==> config.mk <==
export PLATFORM = sky130hd
export DESIGN_NAME = log_line_framer_unit
export DESIGN_NICKNAME = d
export VERILOG_FILES = /design/src/hdl/llf_pkg.sv /design/src/hdl/llf_front.sv /design/src/hdl/llf_queue.sv /design/src/hdl/llf_back.sv /design/src/hdl/log_line_framer_unit.sv
export SDC_FILE = /design/constraint.sdc
export NUM_CORES = 1
export LEC_CHECK = 0
export BUFFER_PORTS_ARGS = -buffer_cell sky130_fd_sc_hd__buf_2
export CAP_MARGIN = 10
export CORE_AREA = 4 4 296 298
export CTS_CLUSTER_DIAMETER = 50
export CTS_CLUSTER_SIZE = 12
export DETAILED_ROUTE_END_ITERATION = 12
export DIE_AREA = 0 0 300 302
export PLACE_DENSITY = 0.42
export SETUP_SLACK_MARGIN = 0.15
export SYNTH_ARGS = -nofsm -noshare
export SYNTH_HDL_FRONTEND = slang
export SYNTH_HIERARCHICAL = 1
export SYNTH_SLANG_ARGS = --single-unit
export TNS_END_PERCENT = 100
==> constraint.sdc <==
create_clock -name clk -period 6.59 [get_ports clk]
set_input_delay 1.318 -clock clk [delete_from_list [all_inputs] [get_ports clk]]
set_output_delay 1.318 -clock clk [all_outputs]
set_load 0.03 [all_outputs]
==> src/hdl/llf_pkg.sv <==
`timescale 1ns / 1ps
// ---------------------------------------------------------------------------
// llf_pkg
// Shared types and constants of the log line framer.
// ---------------------------------------------------------------------------
package llf_pkg;

  localparam int LenW  = 21;
  localparam int OffW  = 48;
  localparam int GenW  = 16;
  localparam int TickW = 16;
  localparam int CfgW  = 21;

  localparam logic [LenW-1:0] MaxLine = 21'd1048576;

  localparam logic [7:0] NewlineByte = 8'h0A;
  localparam logic [7:0] ReturnByte  = 8'h0D;

  localparam logic [1:0] OpData    = 2'd0;
  localparam logic [1:0] OpTick    = 2'd1;
  localparam logic [1:0] OpEof     = 2'd2;
  localparam logic [1:0] OpRestart = 2'd3;

  localparam logic CfgMaxLine   = 1'b0;
  localparam logic CfgIdleTicks = 1'b1;

  localparam logic KindText = 1'b0;
  localparam logic KindEnd  = 1'b1;

  localparam int QueueDepth = 4;

  // one queue entry: the results of one request; an optional held
  // return goes first, the main result is always the last one
  typedef struct packed {
    logic            has_cr;
    logic            kind;
    logic [7:0]      text_byte;
    logic [LenW-1:0] line_length;
    logic            truncated;
    logic [GenW-1:0] generation;
    logic [OffW-1:0] end_offset;
  } rec_t;

endpackage

==> src/hdl/llf_front.sv <==
`timescale 1ns / 1ps
// ---------------------------------------------------------------------------
// llf_front
// Accepts requests, tracks line state and builds one queue entry per request
// that causes results.
// ---------------------------------------------------------------------------
module llf_front (
  input  logic                      clk,
  input  logic                      rst_n,
  input  logic                      accept,
  input  logic [1:0]                op,
  input  logic [7:0]                data_byte,
  input  logic                      cfg_we,
  input  logic                      cfg_index,
  input  logic [llf_pkg::CfgW-1:0]  cfg_wdata,
  output logic                      push,
  output llf_pkg::rec_t             rec
);

  logic [llf_pkg::OffW-1:0]  off_r,   off_nxt;
  logic [llf_pkg::LenW-1:0]  lc_r,    lc_nxt;
  logic                      held_r,  held_nxt;
  logic                      skip_r,  skip_nxt;
  logic [llf_pkg::TickW-1:0] idle_r,  idle_nxt;
  logic [llf_pkg::GenW-1:0]  gen_r,   gen_nxt;
  logic [llf_pkg::LenW-1:0]  mx_r;
  logic [llf_pkg::TickW-1:0] ticks_r;

  logic [llf_pkg::OffW-1:0]  off_inc;
  logic [llf_pkg::LenW-1:0]  lc1;
  logic [llf_pkg::TickW-1:0] idle_inc;
  logic                      pending;
  logic                      is_nl;
  logic                      is_cr;
  logic                      take;

  assign off_inc  = off_r + {{(llf_pkg::OffW-1){1'b0}}, 1'b1};
  assign lc1      = lc_r + {{(llf_pkg::LenW-1){1'b0}}, held_r};
  assign idle_inc = (idle_r == '1) ? idle_r : idle_r + {{(llf_pkg::TickW-1){1'b0}}, 1'b1};
  assign pending  = (lc_r != '0) || held_r;
  assign is_nl    = (data_byte == llf_pkg::NewlineByte);
  assign is_cr    = (data_byte == llf_pkg::ReturnByte);

  always_comb begin
    off_nxt  = off_r;
    lc_nxt   = lc_r;
    held_nxt = held_r;
    skip_nxt = skip_r;
    idle_nxt = idle_r;
    gen_nxt  = gen_r;
    take     = 1'b0;
    rec.has_cr      = 1'b0;
    rec.kind        = llf_pkg::KindEnd;
    rec.text_byte   = data_byte;
    rec.line_length = lc_r;
    rec.truncated   = 1'b0;
    rec.generation  = gen_r;
    rec.end_offset  = off_r;
    if (accept) begin
      case (op)
        llf_pkg::OpData: begin
          idle_nxt = '0;
          off_nxt  = off_inc;
          if (skip_r) begin
            if (is_nl) begin
              skip_nxt = 1'b0;
            end
          end else if (held_r && is_nl) begin
            take            = 1'b1;
            rec.truncated   = (lc_r >= mx_r);
            rec.end_offset  = off_inc;
            lc_nxt          = '0;
            held_nxt        = 1'b0;
          end else begin
            held_nxt   = 1'b0;
            rec.has_cr = held_r;
            rec.line_length = lc1;
            if (is_nl) begin
              take           = 1'b1;
              rec.truncated  = (lc1 > mx_r);
              rec.end_offset = off_inc;
              lc_nxt         = '0;
            end else if (lc1 >= mx_r) begin
              take          = 1'b1;
              rec.truncated = 1'b1;
              lc_nxt        = '0;
              skip_nxt      = 1'b1;
            end else if (is_cr) begin
              // emit only the earlier return, hold the new one
              take          = held_r;
              rec.has_cr    = 1'b0;
              rec.kind      = llf_pkg::KindText;
              rec.text_byte = llf_pkg::ReturnByte;
              held_nxt      = 1'b1;
              lc_nxt        = lc1;
            end else begin
              take     = 1'b1;
              rec.kind = llf_pkg::KindText;
              lc_nxt   = lc1 + {{(llf_pkg::LenW-1){1'b0}}, 1'b1};
            end
          end
        end
        llf_pkg::OpTick: begin
          if ((ticks_r != '0) && pending && !skip_r) begin
            if (idle_inc >= ticks_r) begin
              take     = 1'b1;
              lc_nxt   = '0;
              held_nxt = 1'b0;
              idle_nxt = '0;
            end else begin
              idle_nxt = idle_inc;
            end
          end
        end
        llf_pkg::OpEof: begin
          take     = pending && !skip_r;
          gen_nxt  = gen_r + {{(llf_pkg::GenW-1){1'b0}}, 1'b1};
          off_nxt  = '0;
          lc_nxt   = '0;
          held_nxt = 1'b0;
          skip_nxt = 1'b0;
          idle_nxt = '0;
        end
        default: begin
          gen_nxt  = gen_r + {{(llf_pkg::GenW-1){1'b0}}, 1'b1};
          off_nxt  = '0;
          lc_nxt   = '0;
          held_nxt = 1'b0;
          skip_nxt = 1'b0;
          idle_nxt = '0;
        end
      endcase
    end
  end

  assign push = take;

  always_ff @(posedge clk) begin
    if (!rst_n) begin
      off_r   <= '0;
      lc_r    <= '0;
      held_r  <= 1'b0;
      skip_r  <= 1'b0;
      idle_r  <= '0;
      gen_r   <= {{(llf_pkg::GenW-1){1'b0}}, 1'b1};
      mx_r    <= llf_pkg::MaxLine;
      ticks_r <= '0;
    end else begin
      off_r  <= off_nxt;
      lc_r   <= lc_nxt;
      held_r <= held_nxt;
      skip_r <= skip_nxt;
      idle_r <= idle_nxt;
      gen_r  <= gen_nxt;
      if (cfg_we) begin
        case (cfg_index)
          llf_pkg::CfgMaxLine: begin
            if ((cfg_wdata == '0) || (cfg_wdata > llf_pkg::MaxLine)) begin
              mx_r <= llf_pkg::MaxLine;
            end else begin
              mx_r <= cfg_wdata;
            end
          end
          llf_pkg::CfgIdleTicks: begin
            ticks_r <= cfg_wdata[llf_pkg::TickW-1:0];
          end
          default: begin
          end
        endcase
      end
    end
  end

  a_skip_clean: assert property (@(posedge clk) disable iff (!rst_n)
    skip_r |-> (lc_r == '0) && !held_r)
    else $error("skip with pending line state");

  a_len_bound: assert property (@(posedge clk) disable iff (!rst_n)
    lc_r <= llf_pkg::MaxLine)
    else $error("line count beyond maximum");

  a_idle_no_skip: assert property (@(posedge clk) disable iff (!rst_n)
    (idle_r != '0) |-> !skip_r)
    else $error("idle count running while skipping");

endmodule

==> src/hdl/llf_queue.sv <==
`timescale 1ns / 1ps
// ---------------------------------------------------------------------------
// llf_queue
// Short entry queue between the front and back parts.
// ---------------------------------------------------------------------------
module llf_queue #(
  parameter int DEPTH = llf_pkg::QueueDepth
) (
  input  logic          clk,
  input  logic          rst_n,
  input  logic          push,
  input  llf_pkg::rec_t push_rec,
  input  logic          pop,
  output logic          not_full,
  output logic          not_empty,
  output llf_pkg::rec_t head
);

  localparam int PtrW = (DEPTH > 1) ? $clog2(DEPTH) : 1;
  localparam int CntW = $clog2(DEPTH + 1);

  llf_pkg::rec_t     mem_r [DEPTH];
  logic [PtrW-1:0]   wr_r, wr_nxt;
  logic [PtrW-1:0]   rd_r, rd_nxt;
  logic [CntW-1:0]   cnt_r, cnt_nxt;

  assign not_full  = (cnt_r != CntW'(DEPTH));
  assign not_empty = (cnt_r != '0);
  assign head      = mem_r[rd_r];

  always_comb begin
    wr_nxt  = wr_r;
    rd_nxt  = rd_r;
    cnt_nxt = cnt_r;
    if (push) begin
      wr_nxt = (wr_r == PtrW'(DEPTH - 1)) ? '0 : wr_r + 1'b1;
    end
    if (pop) begin
      rd_nxt = (rd_r == PtrW'(DEPTH - 1)) ? '0 : rd_r + 1'b1;
    end
    if (push && !pop) begin
      cnt_nxt = cnt_r + 1'b1;
    end else if (pop && !push) begin
      cnt_nxt = cnt_r - 1'b1;
    end
  end

  always_ff @(posedge clk) begin
    if (!rst_n) begin
      wr_r  <= '0;
      rd_r  <= '0;
      cnt_r <= '0;
    end else begin
      wr_r  <= wr_nxt;
      rd_r  <= rd_nxt;
      cnt_r <= cnt_nxt;
    end
  end

  always_ff @(posedge clk) begin
    if (push) begin
      mem_r[wr_r] <= push_rec;
    end
  end

  a_no_overflow: assert property (@(posedge clk) disable iff (!rst_n)
    push |-> not_full)
    else $error("push into full queue");

  a_no_underflow: assert property (@(posedge clk) disable iff (!rst_n)
    pop |-> not_empty)
    else $error("pop from empty queue");

  a_count_up: assert property (@(posedge clk) disable iff (!rst_n)
    (push && !pop) |=> cnt_r == $past(cnt_r) + 1'b1)
    else $error("queue count lost a push");

endmodule

==> src/hdl/llf_back.sv <==
`timescale 1ns / 1ps
// ---------------------------------------------------------------------------
// llf_back
// Serializes queue entries into result items, a held return first.
// ---------------------------------------------------------------------------
module llf_back (
  input  logic                      clk,
  input  logic                      rst_n,
  input  logic                      head_valid,
  input  llf_pkg::rec_t             head,
  output logic                      pop,
  output logic                      out_valid,
  input  logic                      out_ready,
  output logic                      out_kind,
  output logic [7:0]                out_text_byte,
  output logic [llf_pkg::LenW-1:0]  out_line_length,
  output logic                      out_truncated,
  output logic [llf_pkg::GenW-1:0]  out_generation,
  output logic [llf_pkg::OffW-1:0]  out_end_offset,
  output logic                      out_last
);

  logic phase_r;
  logic show_cr;
  logic is_end;

  assign show_cr = head.has_cr && !phase_r;
  assign is_end  = !show_cr && (head.kind == llf_pkg::KindEnd);

  assign out_valid       = head_valid;
  assign out_kind        = show_cr ? llf_pkg::KindText : head.kind;
  assign out_text_byte   = show_cr ? llf_pkg::ReturnByte : (is_end ? 8'h00 : head.text_byte);
  assign out_line_length = is_end ? head.line_length : '0;
  assign out_truncated   = is_end && head.truncated;
  assign out_generation  = head.generation;
  assign out_end_offset  = is_end ? head.end_offset : '0;
  assign out_last        = !show_cr;
  assign pop             = head_valid && out_ready && !show_cr;

  always_ff @(posedge clk) begin
    if (!rst_n) begin
      phase_r <= 1'b0;
    end else if (head_valid && out_ready) begin
      phase_r <= show_cr;
    end
  end

endmodule

==> src/hdl/log_line_framer_unit.sv <==
`timescale 1ns / 1ps
// ---------------------------------------------------------------------------
// log_line_framer_unit
// Splits a byte stream into lines with text results and end markers.
//
//   channel  direction  handshake              payload
//   in       input      in_valid / in_ready    in_op, in_data_byte
//   out      output     out_valid / out_ready  out_kind .. out_last
//   cfg      input      cfg_we                 cfg_index, cfg_wdata
//
// One request per cycle is taken while the entry queue has room; the front
// updates line state in the accepting cycle and writes at most one entry.
// The back drains one result per cycle while out_ready is high; a request with
// two results occupies the output for both; the output port sets the sustained rate.
// A result shows on the output in the cycle after its request at the earliest.
// Synchronous reset returns line state, queue and configuration to their initial values.
// ---------------------------------------------------------------------------
module log_line_framer_unit #(
  parameter int QUEUE_DEPTH = llf_pkg::QueueDepth
) (
  input  logic                      clk,
  input  logic                      rst_n,
  input  logic                      in_valid,
  output logic                      in_ready,
  input  logic [1:0]                in_op,
  input  logic [7:0]                in_data_byte,
  output logic                      out_valid,
  input  logic                      out_ready,
  output logic                      out_kind,
  output logic [7:0]                out_text_byte,
  output logic [llf_pkg::LenW-1:0]  out_line_length,
  output logic                      out_truncated,
  output logic [llf_pkg::GenW-1:0]  out_generation,
  output logic [llf_pkg::OffW-1:0]  out_end_offset,
  output logic                      out_last,
  input  logic                      cfg_we,
  input  logic                      cfg_index,
  input  logic [llf_pkg::CfgW-1:0]  cfg_wdata
);

  logic          accept;
  logic          push;
  logic          pop;
  logic          q_not_empty;
  llf_pkg::rec_t push_rec;
  llf_pkg::rec_t head;

  assign accept = in_valid && in_ready;

  llf_front u_front (
    .clk       (clk),
    .rst_n     (rst_n),
    .accept    (accept),
    .op        (in_op),
    .data_byte (in_data_byte),
    .cfg_we    (cfg_we),
    .cfg_index (cfg_index),
    .cfg_wdata (cfg_wdata),
    .push      (push),
    .rec       (push_rec)
  );

  llf_queue #(
    .DEPTH (QUEUE_DEPTH)
  ) u_queue (
    .clk       (clk),
    .rst_n     (rst_n),
    .push      (push),
    .push_rec  (push_rec),
    .pop       (pop),
    .not_full  (in_ready),
    .not_empty (q_not_empty),
    .head      (head)
  );

  llf_back u_back (
    .clk             (clk),
    .rst_n           (rst_n),
    .head_valid      (q_not_empty),
    .head            (head),
    .pop             (pop),
    .out_valid       (out_valid),
    .out_ready       (out_ready),
    .out_kind        (out_kind),
    .out_text_byte   (out_text_byte),
    .out_line_length (out_line_length),
    .out_truncated   (out_truncated),
    .out_generation  (out_generation),
    .out_end_offset  (out_end_offset),
    .out_last        (out_last)
  );

endmodule
==> impl_metrics.ini, run 1 <==
[status]
outcome = finished, final reports clean

[grt]
first_global_vias = 16828
grt_use_total = 0.150
grt_pass1_wl_mm = 104
grt-ovfl-total = 0
grt_max_degree = 76
grt_antenna_before_repair = 3

[sta]
holdWs_ns = 0.475
post-route-period-util = 0.882
timing.fmax_mhz = 172
setup_violations = 0
tightestPinTransition_ns = 1.03
finClkSkew_ns = 0.0364
tns_ns = 0
slew_violations = 0
finalHoldViolCount = 0
relSlewSlack = 0.316
setup_slack_ns = 0.775
rsz0062_at_grt = false
post-route-min-period_ns = 5.82

[power_and_ir_drop]
ir_drop_mv = 0.163
p_per_area_mw_per_mm2 = 313
p_leak_nw = 10.2
total_power_mw = 9.18

[floorplan]
rows = 107
initial_core_util = 0.298
die_h_um = 302
coreArea_sq_mm = 0.0849
dieArea_sq_mm = 0.0906
die_w_um = 300
pin_count = 135

[logic_synthesis]
mappedNetlistArea_sq_mm = 0.0253
synth_simple_gate_area_frac = 0.142
synthXorXnorAreaFrac = 0.0444
synth_top_family_by_area = simple AND/OR/NAND/NOR gates
yosys_warnings = 6
yosysSeqAreaShare = 0.575
synth_cells = 2033
synth-seq-cells = 534
ys_async_sr_fraction = 0
ys_types = 89
synth_mux_area_frac = 0.0885
synthesis.nets = 2141
avgSynthCellArea_sq_um = 12.4
synth-edff-count = 384
synth_flop_cell = edfxtp_1
synth_compound_area_frac = 0.0747
synthAdderAreaFrac = 0.0355

[critical_path]
cp_data_arrival_time_ns = 6.34
cp-end-kind = flip-flop
reg2reg_slack_ns = 0.77
critPathSlowestCell = dfxtp_1
cp_max_fo = 13
crit_start = u_front/held_r$_SDFFE_PN0P_
r2r-end = u_queue/cnt_r[2]$_SDFFE_PN0P_
critPathKind = flip-flop to flip-flop
r2r_cells = 21
crit_required_ns = 7.12
slowest_delay_ns = 0.52
endpoint = u_queue/cnt_r[2]$_SDFFE_PN0P_
crit_path_cell_trace = ha_1, and4_1, nand2_1, nor2_1, nand4_1, xnor2_1, ha_1, nand4_1, nor4_1, nand4_1, o211ai_1, or2_2, o21ai_0, a221oi_1, buf_4, ha_1, inv_1, fa_1, xor2_1, or3_1, a21boi_0
start_kind = flip-flop
r2r_start = u_front/held_r$_SDFFE_PN0P_

[route]
drc = 0
wire_per_inst_um = 20.6
dr_wl_met3_mm = 3.47
antenna_left = 0
dr.pass1.iters = 5
drt-total-wl_mm = 68.6
dr_wl_met2_mm = 33.0
drt-initial-drc-count = 1104
drt-met1-wl_mm = 30.7
topRoutingLayerUsed = met4
vias = 16556
viasPerCell = 4.97

[clocking]
cts_resized = 0
cts.htree.levels = 3
cts_tree = built
cts_inserted_buffers = 68
path_clk_slew_ns = 0.06
cts.sinks = 534
cts_root_buffer = clkbuf_16
postCtsSetupRepairBufs = 0
cts_hold_buffers = 0
clk_latency_ns = 0.61
clock_path_buffers = 3

[placed_design]
dp_hpwl_mm = 45.1
post-place-ws_ns = 0.801
dp.cells = 3203
io_buffer_count = 134
place_congestion = 0.854
dpl_cell_area_sq_mm = 0.0270

[cells_and_area]
final_cell_mix = edfxtp_1 (384), nand2_1 (172), nor2_1 (151), dfxtp_1 (148), buf_2 (134)
final_common_cell = edfxtp_1
final_core_util = 0.346
areaGrowthSynthToFinish_pct = 16.1
stdcell_count = 3332
multi_input_area_sq_mm = 0.00977
fin_area_sq_mm = 0.0293
final_net_count = 2237
fillCellCount = 8485
seqCellArea_sq_mm = 0.0145
layout-drive-gt1-share = 0.184

[job]
cap_violations = 0

[min_path]
min_path_type = flip-flop to flip-flop
-- logic make-up after synthesis --
| group | Yosys count |
|---|---|
| XOR/XNOR | 128 |
| flip-flops | 534 |
| multiplexers | 103 |
| adder cells (fa/ha/maj) | 71 |
| buffers and inverters | 210 |
| AO/OA/AOI/OAI | 293 |
| AND/OR/NAND/NOR | 694 |
-- critical path, delay by kind of cell (launching register included) --
kind	cells	cell delay [ns]
buf+inv	2	0.26
xor+xnor	2	0.35
flops	1	0.52
compound gates	4	0.98
simple gates	9	2.25
fa+ha+maj	4	1.38
-- cells in the mapped netlist (4+ instances only) --
library cell / instances / area [sq um]
a211oi_1: 11 / 82.6
a21o_1: 22 / 165
a21oi_1: 91 / 455
a22oi_1: 32 / 240
a311oi_1: 4 / 35.0
a31oi_1: 11 / 68.8
a41oi_1: 4 / 35.0
and2_1: 19 / 119
and3_1: 91 / 569
and4_1: 12 / 105
buf_2: 26 / 130
buf_4: 20 / 150
buf_6: 10 / 113
clkbuf_1: 80 / 300
dfxtp_1: 150 / 3000
edfxtp_1: 384 / 11500
ha_1: 70 / 876
inv_1: 66 / 248
mux2i_1: 4 / 40.0
mux4_2: 96 / 2160
nand2_1: 172 / 646
nand2b_1: 10 / 62.6
nand3_1: 49 / 245
nand4_1: 38 / 238
nand4b_1: 9 / 78.8
nor2_1: 151 / 567
nor2b_1: 9 / 56.3
nor3_1: 38 / 190
nor3b_1: 8 / 60.1
nor4_1: 27 / 169
o211ai_1: 8 / 60.1
o21a_1: 10 / 75.1
o21ai_0: 56 / 280
o22ai_1: 4 / 25.0
or2_2: 7 / 43.8
or3_1: 18 / 113
or4_1: 8 / 60.1
xnor2_1: 75 / 657
xor2_1: 53 / 464
-- power breakdown --
part,switching (mW),internal (mW),leakage [nW]
Sequential,0.0907,3.69,4.71
Combinational,1.05,0.580,4.37
Clock,1.46,2.31,1.10
Total,2.60,6.58,10.2
-- state kept, by name (all words and copies together) (netlist names), named ones only --
| register | flops |
|---|---|
| u_front/idle_r | 16 |
| u_queue/cnt_r | 3 |
| u_queue/rd_r | 2 |
| u_front/off_r | 48 |
| u_front/ticks_r | 16 |
| u_front/held_r | 1 |
| u_queue/mem_r | 384 |
| u_front/lc_r | 21 |
| u_queue/wr_r | 2 |
| u_front/gen_r | 16 |
| u_front/skip_r | 1 |
| u_front/mx_r | 21 |
| u_back/phase_r | 1 |
-- layer usage --
metal	vias to the layer above	global-route usage
met5	-	0
met4	0	0.0433
met3	101	0.0272
met2	377	0.251
met1	8246	0.200
li1	7832	-
-- final cells by class --
cell class | instances | share of cell area
clock buffers | 93 | 0.0644
diodes | 3 | 0.000256
clock inverters | 33 | 0.0140
well taps | 1144 | 0.0488
multi-input cells | 1289 | 0.333
flip-flops and latches | 534 | 0.496
inverters | 68 | 0.00874
repair buffers | 168 | 0.0351
-- worst min path at each step --
stage,slack (ns),start,end,cells after the start
after floorplan,0.45,u_front/ticks_r[13]$_SDFFE_PN0P_,u_front/ticks_r[13]$_SDFFE_PN0P_,2
after global placement,0.47,u_front/ticks_r[1]$_SDFFE_PN0P_,u_front/ticks_r[1]$_SDFFE_PN0P_,2
after detailed placement,0.47,u_front/ticks_r[1]$_SDFFE_PN0P_,u_front/ticks_r[1]$_SDFFE_PN0P_,2
after CTS,0.48,u_front/ticks_r[1]$_SDFFE_PN0P_,u_front/ticks_r[1]$_SDFFE_PN0P_,2
after global routing,0.50,u_front/ticks_r[1]$_SDFFE_PN0P_,u_front/ticks_r[1]$_SDFFE_PN0P_,2
final,0.48,u_front/ticks_r[1]$_SDFFE_PN0P_,u_front/ticks_r[1]$_SDFFE_PN0P_,2
Power figures use the tool's default switching activity.
==> inputs of run 2 (changes only) <==
- CORE_AREA: 4 4 296 298 -> 4 4 295 297
- DIE_AREA: 0 0 300 302 -> 0 0 299 301
- SYNTH_HIERARCHICAL: 1 -> unset
==> run 2 against run 1 <==
Synthesized cell count is 1.5% lower. Maximum frequency hardly changed. Clock skew shrank 0.0092 ns. Critical path depth decreased by 3. Combinational power decreased by 4%. Register-to-register slack about the same. Global-route usage shrank 0.18 points. First-iteration DRC count decreased by 10%. Setup slack got worse by 0.0026 ns. Flip-flop and latch count stayed put. Worst hold slack gained 0.0072 ns. Cell area increased by 1.7%.
==> impl_metrics.ini, run 2 <==
[status]
outcome = finished, final reports clean

[critical_path]
r2r_start = u_front.held_r$_SDFFE_PN0P_
r2r-end = u_queue.cnt_r[2]$_SDFFE_PN0P_
reg2reg_slack_ns = 0.77
cp-end-kind = flip-flop
crit_required_ns = 7.13
critPathKind = flip-flop to flip-flop
cp_max_fo = 9
cp_data_arrival_time_ns = 6.36
r2r_cells = 18
start_kind = flip-flop

[logic_synthesis]
synth.area.top_cells = edfxtp_1 (46%), dfxtp_1 (12%), mux4_2 (8.6%)
ys_async_sr_fraction = 0
mappedNetlistArea_sq_mm = 0.0251
synth_flop_cell = edfxtp_1
avgSynthCellArea_sq_um = 12.5
yosysMostFrequentCell = edfxtp_1
synth_cells = 2003
synth-edff-count = 384
ys_types = 76
synthDominantCellAreaShare = 0.459
yosysSeqAreaShare = 0.579
synth-seq-cells = 534
synth_commonest_cells = edfxtp_1 (384), nand2_1 (190), dfxtp_1 (150), and3_1 (107), mux4_2 (96)
yosys_warnings = 0
yosys.area.top_type = edfxtp_1
synthesis.nets = 2112

[sta]
slew_violations = 0
tightestPinTransition_ns = 1.06
timing.fmax_mhz = 172
post-route-min-period_ns = 5.82
holdWs_ns = 0.482
finClkSkew_ns = 0.0272
rsz0062_at_grt = false
post-route-period-util = 0.883
finalHoldViolCount = 0
tns_ns = 0
setup_violations = 0
relSlewSlack = 0.294

[grt]
first_global_vias = 16816
grt_use_total = 0.148
use_met1 = 0.204
grt_antenna_before_repair = 5
grt-ovfl-total = 0
busiest_layer = met2
use_met3 = 0.0284
grt_pass1_wl_mm = 103
grt_max_degree = 86
use_met2 = 0.240

[job]
cap_violations = 0

[cells_and_area]
final_common_cell = edfxtp_1
largest_reg_flops = 384
reg_top3 = u_queue.mem_r (384), u_front.off_r (48)
fin_area_sq_mm = 0.0298
final_net_count = 2238
final_core_util = 0.353
layout-drive-gt1-share = 0.195
final_cell_mix = edfxtp_1 (384), nand2_1 (190), dfxtp_1 (148), buf_2 (133), and3_1 (107)
max_flop_register = u_queue.mem_r
areaGrowthSynthToFinish_pct = 18.9

[route]
dr.pass1.iters = 4
drt-initial-drc-count = 992
antenna_left = 0
wire_per_inst_um = 20.1
drc = 0
drt-total-wl_mm = 67.0
vias = 16377
viasPerCell = 4.90

[min_path]
min_path_type = flip-flop to flip-flop
hold_depth = 2
hold-path-endpoint = u_back.phase_r$_SDFFE_PN0P_
hp-start = u_back.phase_r$_SDFFE_PN0P_

[clocking]
clk_latency_ns = 0.62
cts_inserted_buffers = 78
cts_hold_buffers = 0
cts.sinks = 534
path_clk_slew_ns = 0.06
postCtsSetupRepairBufs = 0
cts_resized = 0
cts.htree.levels = 3
clock_path_buffers = 3
cts_tree = built
cts_root_buffer = clkbuf_16

[power_and_ir_drop]
total_power_mw = 9.64
p_leak_nw = 10.4
ir_drop_mv = 0.244
p_per_area_mw_per_mm2 = 323

[placed_design]
io_buffer_count = 134
place_congestion = 0.833
dp_hpwl_mm = 43.9
dpl_cell_area_sq_mm = 0.0271

[floorplan]
initial_core_util = 0.297
die_h_um = 301
rows = 107
pin_count = 135
coreArea_sq_mm = 0.0846
dieArea_sq_mm = 0.0900
die_w_um = 299
[run 2: cell types whose count changed in the layout (fill, tap and decap cells not counted), sizes merged, moves of 8 or more]
cell    delta
nand3     +14
nand2     +18
nand4b     -8
nor3       +8
a21o      -14
nor2      -58
or3       -11
a21oi     -40
o21ai     +13
and2      +17
xnor2     +13
nor2b     +47
and3      +16
a21boi    +28
[run 2: worst max-delay path by stage]
stage | startpoint | end | slack, ns | depth (start not counted)
floorplan | u_front.held_r$_SDFFE_PN0P_ | u_queue.mem_r[0][0]$_DFFE_PP_ | 1.10 | 17
global placement | u_front.held_r$_SDFFE_PN0P_ | u_queue.cnt_r[2]$_SDFFE_PN0P_ | 0.80 | 18
detailed placement | u_front.held_r$_SDFFE_PN0P_ | u_queue.cnt_r[2]$_SDFFE_PN0P_ | 0.77 | 18
CTS | u_front.held_r$_SDFFE_PN0P_ | u_queue.cnt_r[2]$_SDFFE_PN0P_ | 0.71 | 18
global route | u_front.held_r$_SDFFE_PN0P_ | u_queue.cnt_r[2]$_SDFFE_PN0P_ | 0.33 | 18
finish | u_front.held_r$_SDFFE_PN0P_ | u_queue.cnt_r[2]$_SDFFE_PN0P_ | 0.77 | 18
[run 2: area by class of cell]
type	instances	area [sq um]
tap	1144	1430
multi-input combinational	1287	9850
sequential	534	14500
clock inverter	48	592
antenna	1	2.50
fill	8350	54800
inverter	59	221
timing repair buffer	169	1050
clock buffer	98	2150
[run 2: metal layers]
metal  vias to the layer above  wire [um]
met3                        88       2920
met4                         2       1460
met2                       298      31300
met5                         -         11
met1                      8266      31300
li1                       7723          -
[run 2: worst max-delay path: stages, from the launching register on]
cell,delay [ns]
dfxtp_1,0.53
ha_1,0.36
nand4_2,0.16
or4_4,0.65
nor3_1,0.27
xor2_1,0.34
ha_1,0.23
nand4_1,0.19
nor4_1,0.54
a21bo_2,0.25
nor2_1,0.06
or4_1,0.43
a21oi_2,0.40
ha_1,0.27
inv_1,0.06
fa_1,0.37
xor2_1,0.17
or3_1,0.30
a21boi_0,0.16
[run 2: logic make-up after synthesis]
group	synth area share
simple gates	0.151
flops	0.579
compound gates	0.0647
buf+inv	0.0294
xor+xnor	0.0492
mux	0.0902
fa+ha+maj	0.0362
[run 2: power breakdown]
| group | internal [mW] | total [mW] | switching (mW) |
|---|---|---|---|
| Clock | 2.68 | 4.33 | 1.64 |
| Sequential | 3.67 | 3.76 | 0.0917 |
| Combinational | 0.578 | 1.56 | 0.984 |
[run 2: metrics by stage]
| stage | instances | setup slack [ns] |
|---|---|---|
| 2_1_floorplan | 2003 | 1.10 |
| 3_3_place_gp | 3192 | 0.804 |
| 3_5_place_dp | 3192 | 0.770 |
| 4_1_cts | 3338 | 0.711 |
| 5_1_grt | 3339 | 0.331 |
| 6_report | 3340 | 0.772 |
